## src/design/necir_pkg.sv

```systemverilog
// ----------------------------------------------------------------------------
// necir_pkg
// Types and constants shared by the NEC infrared frame decoder.
// ----------------------------------------------------------------------------
package necir_pkg;

  typedef enum logic [2:0] {
    PH_IDLE      = 3'd0,
    PH_LEADER    = 3'd1,
    PH_ADDRESS   = 3'd2,
    PH_COMMAND   = 3'd3,
    PH_UNPLUGGED = 3'd4
  } phase_t;

  typedef enum logic [1:0] {
    EV_NONE   = 2'd0,
    EV_KEY    = 2'd1,
    EV_UNPLUG = 2'd2
  } event_t;

  typedef enum logic [0:0] {
    OP_TICK = 1'b0,
    OP_EDGE = 1'b1
  } opcode_t;

  localparam int unsigned CfgIdxW = 3;
  localparam int unsigned CfgDataW = 16;

  localparam logic [CfgIdxW-1:0] CFG_LEADER_MIN    = 3'd0;
  localparam logic [CfgIdxW-1:0] CFG_LEADER_MAX    = 3'd1;
  localparam logic [CfgIdxW-1:0] CFG_ONE_MIN       = 3'd2;
  localparam logic [CfgIdxW-1:0] CFG_ONE_MAX       = 3'd3;
  localparam logic [CfgIdxW-1:0] CFG_IDLE_TIMEOUT  = 3'd4;
  localparam logic [CfgIdxW-1:0] CFG_UNPLUG_DETECT = 3'd5;

  localparam logic [15:0] LEADER_MIN_RST   = 16'd100;
  localparam logic [15:0] LEADER_MAX_RST   = 16'd150;
  localparam logic [15:0] ONE_MIN_RST      = 16'd18;
  localparam logic [15:0] ONE_MAX_RST      = 16'd25;
  localparam logic [15:0] IDLE_TIMEOUT_RST = 16'd250;

  localparam logic [15:0] TICK_SAT = 16'hFFFF;
  localparam logic [7:0]  CMD_CHECK = 8'hFF;
  localparam logic [3:0]  BIT_TOP = 4'd15;

  typedef struct packed {
    logic [15:0] leader_min;
    logic [15:0] leader_max;
    logic [15:0] one_min;
    logic [15:0] one_max;
    logic [15:0] idle_timeout;
    logic        unplug_detect;
  } cfg_t;

  typedef struct packed {
    phase_t      phase;
    logic [15:0] ticks;
    logic [15:0] address_shift;
    logic [15:0] command_shift;
    logic [3:0]  bit_position;
    logic [7:0]  last_key;
    logic [15:0] last_address;
  } state_t;

endpackage

```

## src/design/nec_ir_frame_decoder.sv

```systemverilog
// ----------------------------------------------------------------------------
// nec_ir_frame_decoder
// NEC-style infrared frame decoder fed by tick and edge items.
// ----------------------------------------------------------------------------
// Input channel s_axis: one item per timer tick (tuser = 0) or receiver
// falling-edge interrupt (tuser = 1), with the sampled pin level in tdata.
// Output channel m_axis: exactly one result item per input item, carrying
// the event code in tuser and the last key, address, phase and tick count
// in tdata. The decoder state is updated as the item is accepted and the
// result lands in the output register, offered on m_axis in the cycle after.
// Throughput is one item per cycle: the output register is reloaded in the
// same cycle it is taken, so s_axis_tready stays high while m_axis flows.
// When the receiver stalls, one result is held and s_axis_tready drops
// until it is taken; nothing is dropped.
// Configuration: cfg_we writes cfg_wdata to register cfg_index (0 leader_min,
// 1 leader_max, 2 one_min, 3 one_max, 4 idle_timeout, 5 unplug_detect);
// write only while the decoder is idle.
// Reset (rst, synchronous) restores default thresholds, clears the frame
// state and empties the output register.
// ----------------------------------------------------------------------------
module nec_ir_frame_decoder (
  input  logic                            clk,
  input  logic                            rst,
  input  logic                            s_axis_tvalid,
  output logic                            s_axis_tready,
  input  logic [7:0]                      s_axis_tdata,  // [0] rx_level
  input  logic [0:0]                      s_axis_tuser,  // [0] opcode
  output logic                            m_axis_tvalid,
  input  logic                            m_axis_tready,
  output logic [47:0]                     m_axis_tdata,  // key_code, remote_id,
                                                         // decoder_phase, tick_count
  output logic [1:0]                      m_axis_tuser,  // [1:0] event_res
  input  logic                            cfg_we,
  input  logic [necir_pkg::CfgIdxW-1:0]   cfg_index,
  input  logic [necir_pkg::CfgDataW-1:0]  cfg_wdata
);

  necir_pkg::cfg_t   cfg;
  necir_pkg::state_t state;
  necir_pkg::state_t state_next;
  necir_pkg::event_t event_next;
  logic              accept;

  assign s_axis_tready = !m_axis_tvalid || m_axis_tready;
  assign accept        = s_axis_tvalid && s_axis_tready;

  always_ff @(posedge clk) begin
    if (rst) begin
      cfg.leader_min    <= necir_pkg::LEADER_MIN_RST;
      cfg.leader_max    <= necir_pkg::LEADER_MAX_RST;
      cfg.one_min       <= necir_pkg::ONE_MIN_RST;
      cfg.one_max       <= necir_pkg::ONE_MAX_RST;
      cfg.idle_timeout  <= necir_pkg::IDLE_TIMEOUT_RST;
      cfg.unplug_detect <= 1'b1;
    end else if (cfg_we) begin
      unique case (cfg_index)
        necir_pkg::CFG_LEADER_MIN:    cfg.leader_min    <= cfg_wdata;
        necir_pkg::CFG_LEADER_MAX:    cfg.leader_max    <= cfg_wdata;
        necir_pkg::CFG_ONE_MIN:       cfg.one_min       <= cfg_wdata;
        necir_pkg::CFG_ONE_MAX:       cfg.one_max       <= cfg_wdata;
        necir_pkg::CFG_IDLE_TIMEOUT:  cfg.idle_timeout  <= cfg_wdata;
        necir_pkg::CFG_UNPLUG_DETECT: cfg.unplug_detect <= cfg_wdata[0];
        default: ;
      endcase
    end
  end

  necir_step u_step (
    .cfg        (cfg),
    .state      (state),
    .opcode     (s_axis_tuser[0]),
    .rx_level   (s_axis_tdata[0]),
    .state_next (state_next),
    .event_res  (event_next)
  );

  always_ff @(posedge clk) begin
    if (rst) begin
      state.phase         <= necir_pkg::PH_IDLE;
      state.ticks         <= 16'd0;
      state.address_shift <= 16'd0;
      state.command_shift <= 16'd0;
      state.bit_position  <= 4'd0;
      state.last_key      <= 8'd0;
      state.last_address  <= 16'd0;
    end else if (accept) begin
      state <= state_next;
    end
  end

  always_ff @(posedge clk) begin
    if (rst) begin
      m_axis_tvalid <= 1'b0;
    end else if (accept) begin
      m_axis_tvalid <= 1'b1;
    end else if (m_axis_tready) begin
      m_axis_tvalid <= 1'b0;
    end
  end

  always_ff @(posedge clk) begin
    if (accept) begin
      m_axis_tuser <= event_next;
      m_axis_tdata <= {5'd0, state_next.ticks, state_next.phase,
                       state_next.last_address, state_next.last_key};
    end
  end

endmodule

```

## src/design/necir_step.sv

```systemverilog
// ----------------------------------------------------------------------------
// necir_step
// Next-state and event logic for one tick or edge item.
// ----------------------------------------------------------------------------
module necir_step (
  input  necir_pkg::cfg_t   cfg,
  input  necir_pkg::state_t state,
  input  logic              opcode,
  input  logic              rx_level,
  output necir_pkg::state_t state_next,
  output necir_pkg::event_t event_res
);

  logic        low;
  logic [15:0] tick_inc;
  logic        timeout;
  logic        unplug_hold;
  logic        last_bit;
  logic        bit_one;
  logic        leader_ok;
  logic [15:0] bit_mask;
  logic [15:0] command_new;
  logic        command_ok;
  logic [3:0]  pos_next;
  necir_pkg::phase_t phase_next;

  assign low         = !rx_level;
  assign tick_inc    = (state.ticks != necir_pkg::TICK_SAT) ? state.ticks + 16'd1 : state.ticks;
  assign timeout     = (state.phase != necir_pkg::PH_IDLE) && (tick_inc > cfg.idle_timeout);
  assign unplug_hold = cfg.unplug_detect && low;
  assign last_bit    = (state.bit_position == 4'd0);
  assign bit_one     = (state.ticks > cfg.one_min) && (state.ticks < cfg.one_max);
  assign leader_ok   = (state.ticks > cfg.leader_min) && (state.ticks < cfg.leader_max);
  assign bit_mask    = {15'd0, bit_one} << state.bit_position;
  assign command_new = state.command_shift | bit_mask;
  assign command_ok  = ((command_new[15:8] ^ command_new[7:0]) == necir_pkg::CMD_CHECK);
  assign pos_next    = last_bit ? necir_pkg::BIT_TOP : state.bit_position - 4'd1;

  always_comb begin
    phase_next = state.phase;
    if (opcode == necir_pkg::OP_TICK) begin
      if (timeout) begin
        if (unplug_hold) begin
          if (state.phase == necir_pkg::PH_LEADER) phase_next = necir_pkg::PH_UNPLUGGED;
        end else begin
          phase_next = necir_pkg::PH_IDLE;
        end
      end
    end else begin
      unique case (state.phase)
        necir_pkg::PH_IDLE: begin
          if (low) phase_next = necir_pkg::PH_LEADER;
        end
        necir_pkg::PH_LEADER: begin
          if (low) phase_next = leader_ok ? necir_pkg::PH_ADDRESS : necir_pkg::PH_IDLE;
        end
        necir_pkg::PH_ADDRESS: begin
          if (low && last_bit) phase_next = necir_pkg::PH_COMMAND;
        end
        necir_pkg::PH_COMMAND: begin
          if (last_bit) phase_next = necir_pkg::PH_IDLE;
        end
        default: phase_next = state.phase;
      endcase
    end
  end

  always_comb begin
    state_next       = state;
    state_next.phase = phase_next;
    event_res        = necir_pkg::EV_NONE;
    if (opcode == necir_pkg::OP_TICK) begin
      state_next.ticks = tick_inc;
      if (timeout) begin
        if (unplug_hold) begin
          if (state.phase == necir_pkg::PH_LEADER) event_res = necir_pkg::EV_UNPLUG;
        end else begin
          state_next.ticks = 16'd0;
        end
      end
    end else begin
      unique case (state.phase)
        necir_pkg::PH_IDLE: begin
          if (low) begin
            state_next.ticks         = 16'd0;
            state_next.address_shift = 16'd0;
            state_next.command_shift = 16'd0;
            state_next.bit_position  = 4'd0;
          end
        end
        necir_pkg::PH_LEADER: begin
          if (low) begin
            state_next.ticks        = 16'd0;
            state_next.bit_position = necir_pkg::BIT_TOP;
          end
        end
        necir_pkg::PH_ADDRESS: begin
          if (low) begin
            state_next.ticks         = 16'd0;
            state_next.address_shift = state.address_shift | bit_mask;
            state_next.bit_position  = pos_next;
          end
        end
        necir_pkg::PH_COMMAND: begin
          state_next.ticks         = 16'd0;
          state_next.command_shift = command_new;
          state_next.bit_position  = pos_next;
          if (last_bit && command_ok) begin
            state_next.last_key     = command_new[15:8];
            state_next.last_address = state.address_shift;
            event_res               = necir_pkg::EV_KEY;
          end
        end
        default: state_next = state;
      endcase
    end
  end

endmodule

```

## config.mk

```make
export PLATFORM = sky130hd
export DESIGN_NAME = nec_ir_frame_decoder
export DESIGN_NICKNAME = d
export VERILOG_FILES = /design/src/design/necir_pkg.sv /design/src/design/nec_ir_frame_decoder.sv /design/src/design/necir_step.sv
export SDC_FILE = /design/constraint.sdc
export NUM_CORES = 1
export LEC_CHECK = 0
export ABC_AREA = 0
export BUFFER_PORTS_ARGS = -buffer_cell sky130_fd_sc_hd__buf_4
export CORE_ASPECT_RATIO = 0.9
export CORE_UTILIZATION = 37
export CTS_CLUSTER_DIAMETER = 60
export DETAILED_ROUTE_END_ITERATION = 10
export HOLD_SLACK_MARGIN = 0.02
export PLACE_DENSITY_LB_ADDON = 0.12
export SLEW_MARGIN = 0
export SYNTH_ARGS = -nofsm -noshare
export SYNTH_HDL_FRONTEND = slang
export SYNTH_SLANG_ARGS = --single-unit
```

## constraint.sdc

```tcl
create_clock -name clk -period 4.85 [get_ports clk]
set_clock_uncertainty 0.15 [all_clocks]
set_input_delay 0.2425 -clock clk [delete_from_list [all_inputs] [get_ports clk]]
set_output_delay 0.2425 -clock clk [all_outputs]
set_load 0.01 [all_outputs]
```

==> results of run 1 <==
flip-flops by register name (all words and copies together), names as in the netlist:
register,flops
cfg,81
state,79
m_axis_tdata,43
m_axis_tuser,2
m_axis_tvalid,1
through the flow:
| stage | hold slack (ns) | area (um^2) |
|---|---|---|
| after floorplan | 0.2165 | 10950 |
| after global placement | 0.2921 | 11880 |
| after detailed placement | 0.2972 | 11880 |
| after CTS | 0.03499 | 12950 |
| after global routing | 0.06013 | 12950 |
| final | 0.04167 | 12950 |
layer usage:
layer / track usage / wire (um) / up-vias
met5: 0 / 12 / -
li1: - / - / 4615
met3: 0.02632 / 1398 / 44
met1: 0.3207 / 16520 / 4482
met4: 0.03939 / 513 / 2
met2: 0.3054 / 12780 / 220
worst max-delay path, cell delays in order, from the launching register on:
cell and delay (ns):
dfxtp_1 0.31, and4_1 0.26, and4_1 0.25, and3_1 0.17, nor2_2 0.19, nand4_1 0.14
xor2_1 0.27, inv_1 0.09, ha_1 0.30, a21o_1 0.19, a21o_1 0.16, a21o_1 0.16
a2111oi_0 0.49, o32ai_1 0.25, a21oi_1 0.29, buf_4 0.24, buf_4 0.19, a22o_1 0.15
where the power goes:
part | internal [mW] | leakage, nW | total, mW | switching (mW)
clock | 1.16 | 0.410 | 1.92 | 0.760
sequential | 1.79 | 1.75 | 1.81 | 0.0197
combinational | 0.105 | 3.11 | 0.295 | 0.190
total | 3.06 | 5.27 | 4.03 | 0.969
synth_stat cells (all sizes together) (3+ instances only):
cell type    n  area share
a32o         4      0.0037
a31o         6      0.0048
xnor2        4      0.0032
nand2b      15      0.0093
ha          80       0.092
a21oi      115       0.054
nand3       24       0.011
a221oi       5      0.0040
clkbuf      64       0.022
inv         95       0.033
nor4        10      0.0057
nand4       31       0.018
o31a         6      0.0048
a22oi        5      0.0034
nor3        28       0.013
and3         6      0.0034
o32ai        3      0.0024
nor2b        9      0.0051
buf         23       0.015
mux2        28       0.036
o211ai      22       0.015
a211oi      10      0.0069
xor2         7      0.0056
a32oi       18       0.014
nor2        85       0.029
nand2      196       0.068
o21ai       28       0.013
o21a         4      0.0027
a21o        19       0.013
dfxtp      161        0.29
or3          6      0.0034
a22o        10      0.0080
a2111oi      3      0.0024
a31oi       18       0.012
or2          5      0.0029
edfxtp      45        0.12
mux2i        4      0.0037
o22ai        3      0.0017
and2         7      0.0040
o31ai       17       0.012
cell type report:
class                      count  area [um^2]  area share
timing repair buffer         131         1039     0.08019
clock inverter                10        110.1    0.008502
multi-input combinational    872         5635      0.4351
sequential                   206         4574      0.3532
clock buffer                  39        740.7     0.05719
inverter                      95        356.6     0.02753
tap                          396        495.5     0.03826
cells by family after synthesis:
logic type / Yosys count / share of synthesized area
buffers and inverters: 182 / 0.06911
AO/OA/AOI/OAI: 314 / 0.1929
flip-flops: 206 / 0.4183
multiplexers: 32 / 0.03936
AND/OR/NAND/NOR: 430 / 0.1796
other: 1 / 0.0003429
adder cells (fa/ha/maj): 80 / 0.09153
XOR/XNOR: 11 / 0.008810
layout by cell type (no fill, tap or decap), types with 6 or more instances in the layout:
| cell type | count |
|---|---|
| nand2_1 | 195 |
| dfxtp_1 | 161 |
| a21oi_1 | 114 |
| buf_4 | 109 |
| inv_1 | 94 |
| nor2_1 | 83 |
| ha_1 | 80 |
| edfxtp_1 | 45 |
| nand4_1 | 31 |
| o21ai_0 | 28 |
| clkbuf_16 | 27 |
| nor3_1 | 26 |
| nand3_1 | 24 |
| o211ai_1 | 22 |
| dlygate4sd3_1 | 22 |
| mux2_4 | 20 |
| a21o_1 | 19 |
| a32oi_1 | 18 |
| a31oi_1 | 17 |
| o31ai_1 | 17 |
| nand2b_1 | 14 |
| nor4_1 | 10 |
| a211oi_1 | 10 |
| a22o_1 | 10 |
| clkbuf_1 | 10 |
| nor2b_1 | 9 |
| mux2_2 | 8 |
| and2_1 | 7 |
| xor2_1 | 7 |
| or3_1 | 6 |
| a31o_2 | 6 |
| and3_1 | 6 |
| o31a_1 | 6 |
final timing paths:
check | startpoint | to | slack, ns | cells past startpoint
worst max-delay path | state[66] | m_axis_tdata[40] | 0.45 | 17
worst min-delay path | cfg_index[2] | cfg[0] | 0.04 | 5
worst max register to register | state[66] | m_axis_tdata[40] | 0.45 | 17
worst min register to register | cfg[28] | cfg[28] | 0.30 | 2
repair_timing:
action	CTS	global route
hold endpoints to repair	112	0
endpoints found under the setup margin	0	5
resized for setup	0	2
hold buffers	22	0
==> results.cfg, run 1 <==
[placement]
dp.cells = 1678
io_buffers = 72
pre_cts_ws_ns = 0.3597
dp_hpwl_um = 21580
place.gp.congestion = 0.8565

[global_route]
overflow = 0
grt_antenna_before_repair = 1
grt_use_total = 0.2074
grt_max_degree = 94
grt_pass1_wl_um = 49280
first_global_vias = 8760

[logic_synthesis]
async_flop_share = 0
synthCells = 1256
netlist_area_um2 = 10940
synth_edf_count = 45
yosys_warnings = 0
synthFlopType = dfxtp_1
synth-seq-cells = 206
synth.avg_cell_area_um2 = 8.707
synthDistinctLibCells = 69
seq_area_frac_synth = 0.4183

[power_and_ir_drop]
power_leakage_nw = 5.267
power-per-cell-area_nw_per_um2 = 311.1
vdd_drop_max_v = 0.0002303
total_power_mw = 4.029

[timing]
relSlewSlack = 0.2690
setup_tns_ns = 0
setup_ws_ns = 0.4497
rsz0062_at_grt = no
finalCritPeriodShare = 0.9073
slew_violations = 0
fmax_ghz = 0.2273
hold_violations = 0
setup_violations = 0
worstMarginPinSlew_ns = 1.097
period_needed_ns = 4.400

[cells_and_area]
nFillCells = 2898
syn_to_final_growth_pct = 18.43
layout-drive-gt1-share = 0.1456
finalNetCount = 1446
final_util = 0.4464
fin_cells = 1749
antennaDiodeCount = 0

[floorplanning]
die_area_um2 = 30250
start_util = 0.3769
die_height_um = 165.1
die_x_um = 183.2
io_pins = 85
rows = 59
core_area_um2 = 29010

[clock_tree]
post-cts-setup-buffers = 0
path_clk_slew_ns = 0.06
cts-root-buf = clkbuf_16
clock_latency_ns = 0.53
tritoncts = done
htreeDepth = 1
cts-buffers-inserted = 27
cts_max_path_buffers = 3
clkSinkCount = 206

[detailed_routing]
post-route-drc-count = 0
firstDrtPassIters = 5
antenna_left = 0
vias = 9363
routedWlPerCell_um = 17.85
viasPerCell = 5.353
wl_um = 31220
drtIter0Drc = 751

[setup_path]
critPathCaptureType = register
start_kind = register
critPathKind = register to register
worstPathArrival_ns = 4.64
cp_max_fo = 13
required_ns = 5.09

[job]
cap_violations = 0

[run_status]
status = completed

[min_path]
holdCritPathClass = input pin to register
Power figures use the tool's default switching activity.
==> run 2: changes to the inputs <==
--- a/config.mk
+++ b/config.mk
@@ -10,8 +10,10 @@
 export CORE_ASPECT_RATIO = 0.9
 export CORE_UTILIZATION = 37
 export CTS_CLUSTER_DIAMETER = 60
+export CTS_CLUSTER_SIZE = 10
 export DETAILED_ROUTE_END_ITERATION = 10
 export HOLD_SLACK_MARGIN = 0.02
+export MAX_ROUTING_LAYER = met4
 export PLACE_DENSITY_LB_ADDON = 0.12
 export SLEW_MARGIN = 0
 export SYNTH_ARGS = -nofsm -noshare
==> constraint.sdc (replaced) <==
create_clock -name clk -period 5.2 [get_ports clk]
set_clock_uncertainty 0.15 [all_clocks]
set_input_delay 0.26 -clock clk [delete_from_list [all_inputs] [get_ports clk]]
set_output_delay 0.26 -clock clk [all_outputs]
set_load 0.01 [all_outputs]
==> run 2 against run 1 <==
Against the previous run:
- fmax decreased by 3.4%
- sequential power decreased by 7%
- design area decreased by 1.1%
- count of clock-buffer cells in the layout decreased by 1
- die area unchanged
- global-route usage increased by 0.74 points
- sequential share of layout area increased by 0.38 points
- hold slack improved by 0.021 ns
- worst setup slack improved by 0.19 ns
- register-to-register slack improved by 0.19 ns
==> results.cfg, run 2 (synthesized netlist as in run 1, its figures left out) <==
[global_route]
grt_pass1_wl_um = 49700
grt_max_degree = 92
overflow = 0
grt_antenna_before_repair = 0
first_global_vias = 8596
grt_use_total = 0.2148

[setup_path]
required_ns = 5.41
cp_max_fo = 20
start_kind = register
crit_top_cell = a21o_1
ff2ff_path_depth = 17
worstPathCellList = and4_1 -> and4_1 -> and3_1 -> nor2_1 -> nand4_1 -> xor2_1 -> inv_1 -> ha_1 -> a21o_1 -> a21o_1 -> a21o_1 -> a2111oi_0 -> o32ai_1 -> a21oi_1 -> buf_12 -> a21oi_1 -> o21bai_1
max_stage_delay_ns = 0.45
r2r_setup_slack_ns = 0.64
slowest_stage = a2111oi_0
r2r_start = state[65]
critPathCaptureType = register
worstPathArrival_ns = 4.77
critPathKind = register to register
r2r_end = m_axis_tdata[27]
worstSetupStartpoint = state[65]
endpoint = m_axis_tdata[27]

[timing]
relSlewSlack = 0.2875
hold_violations = 0
setup_violations = 0
hold_ws_ns = 0.06308
fmax_ghz = 0.2194
finalCritPeriodShare = 0.8764
worstMarginPinSlew_ns = 1.069
setup_tns_ns = 0
rsz0062_at_grt = no
slew_violations = 0
period_needed_ns = 4.558

[detailed_routing]
wl_met3_um = 1562
post-route-drc-count = 0
firstDrtPassIters = 5
vias = 9268
viasPerCell = 5.342
top_layer = met4
drtIter0Drc = 703
wl_met1_um = 16410
wl_um = 31230
antenna_left = 0
dr_wl_met2_um = 12730
routedWlPerCell_um = 18.00

[clock_tree]
clock_latency_ns = 0.53
htreeDepth = 1
tritoncts = done
cts_resized = 0
cts-root-buf = clkbuf_16
clkSinkCount = 206
path_clk_slew_ns = 0.06
cts_max_path_buffers = 3
cts-buffers-inserted = 25

[floorplanning]
die_area_um2 = 30250
start_util = 0.3769
die_height_um = 165.1
io_pins = 85
rows = 59
core_area_um2 = 29010
die_x_um = 183.2

[cells_and_area]
layout-drive-gt1-share = 0.1367
final_cell_mix = nand2_1 (195), dfxtp_1 (161), a21oi_1 (114), buf_4 (102), inv_1 (94)
antennaDiodeCount = 0
largest_register = cfg
final_common_cell = nand2_1
finalNetCount = 1438
final_util = 0.4416
reg_top3 = cfg: 81 flops, state: 79 flops, m_axis_tdata: 43 flops
largest_reg_flops = 81
fin_cells = 1735
syn_to_final_growth_pct = 17.16

[run_status]
status = completed

[placement]
io_buffers = 72
dp_hpwl_um = 21470
dp.cells = 1672
place.gp.congestion = 0.8792

[min_path]
holdPathStages = 5
holdCritPathClass = input pin to register

[power_and_ir_drop]
total_power_mw = 3.612
vdd_drop_max_v = 0.0001837
power_leakage_nw = 5.197
power-per-cell-area_nw_per_um2 = 281.9

[job]
cap_violations = 0
run 2: report_power, final:
part | total, mW | switching [mW] | internal, mW
logic | 0.271 | 0.174 | 0.0964
clock network | 1.65 | 0.676 | 0.975
registers | 1.69 | 0.0201 | 1.67
total | 3.61 | 0.871 | 2.74
run 2: worst max-delay path: cells and delay by family (launching register included):
kind            cells  cell delay [ns]
compound gates      8             1.93
xor+xnor            1             0.28
fa+ha+maj           1             0.30
buf+inv             2             0.30
flops               1             0.31
simple gates        5             1.10
run 2: cell type report:
class	instances	area, um^2
Fill cell	2920	16200
Tap cell	396	495.5
Clock buffer	38	705.7
Clock inverter	3	43.79
Inverter	95	356.6
Multi-Input combinational cell	872	5630
Sequential cell	206	4574
Timing Repair Buffer	125	1006
run 2: timing repair:
action	4_1_cts	5_1_grt
buffers inserted	0	0
endpoints found under the setup margin	0	0
endpoints found under the hold margin	110	0
hold buffers	22	0
run 2: per-layer routing:
layer,track usage,vias to the layer above
li1,-,4606
met1,0.3250,4404
met2,0.3050,226
met3,0.02478,32
met4,0.04091,0
met5,-,-
run 2: worst min-delay path by stage:
stage	start	end	slack, ns
after floorplan	cfg_wdata[0]	cfg[17]	0.23
after global placement	cfg[35]	cfg[35]	0.29
after detailed placement	cfg[44]	cfg[44]	0.30
after CTS	cfg_index[2]	cfg[0]	0.03
after global routing	s_axis_tuser	state[64]	0.08
final	cfg_index[2]	cfg[0]	0.06
run 2: through the flow:
stage | worst slack (ns) | area [um^2]
floorplan | 0.8131 | 10950
global route | 0.2507 | 12810
global placement | 0.7294 | 11840
CTS | 0.6757 | 12810
finish | 0.6425 | 12810
detailed placement | 0.7082 | 11840
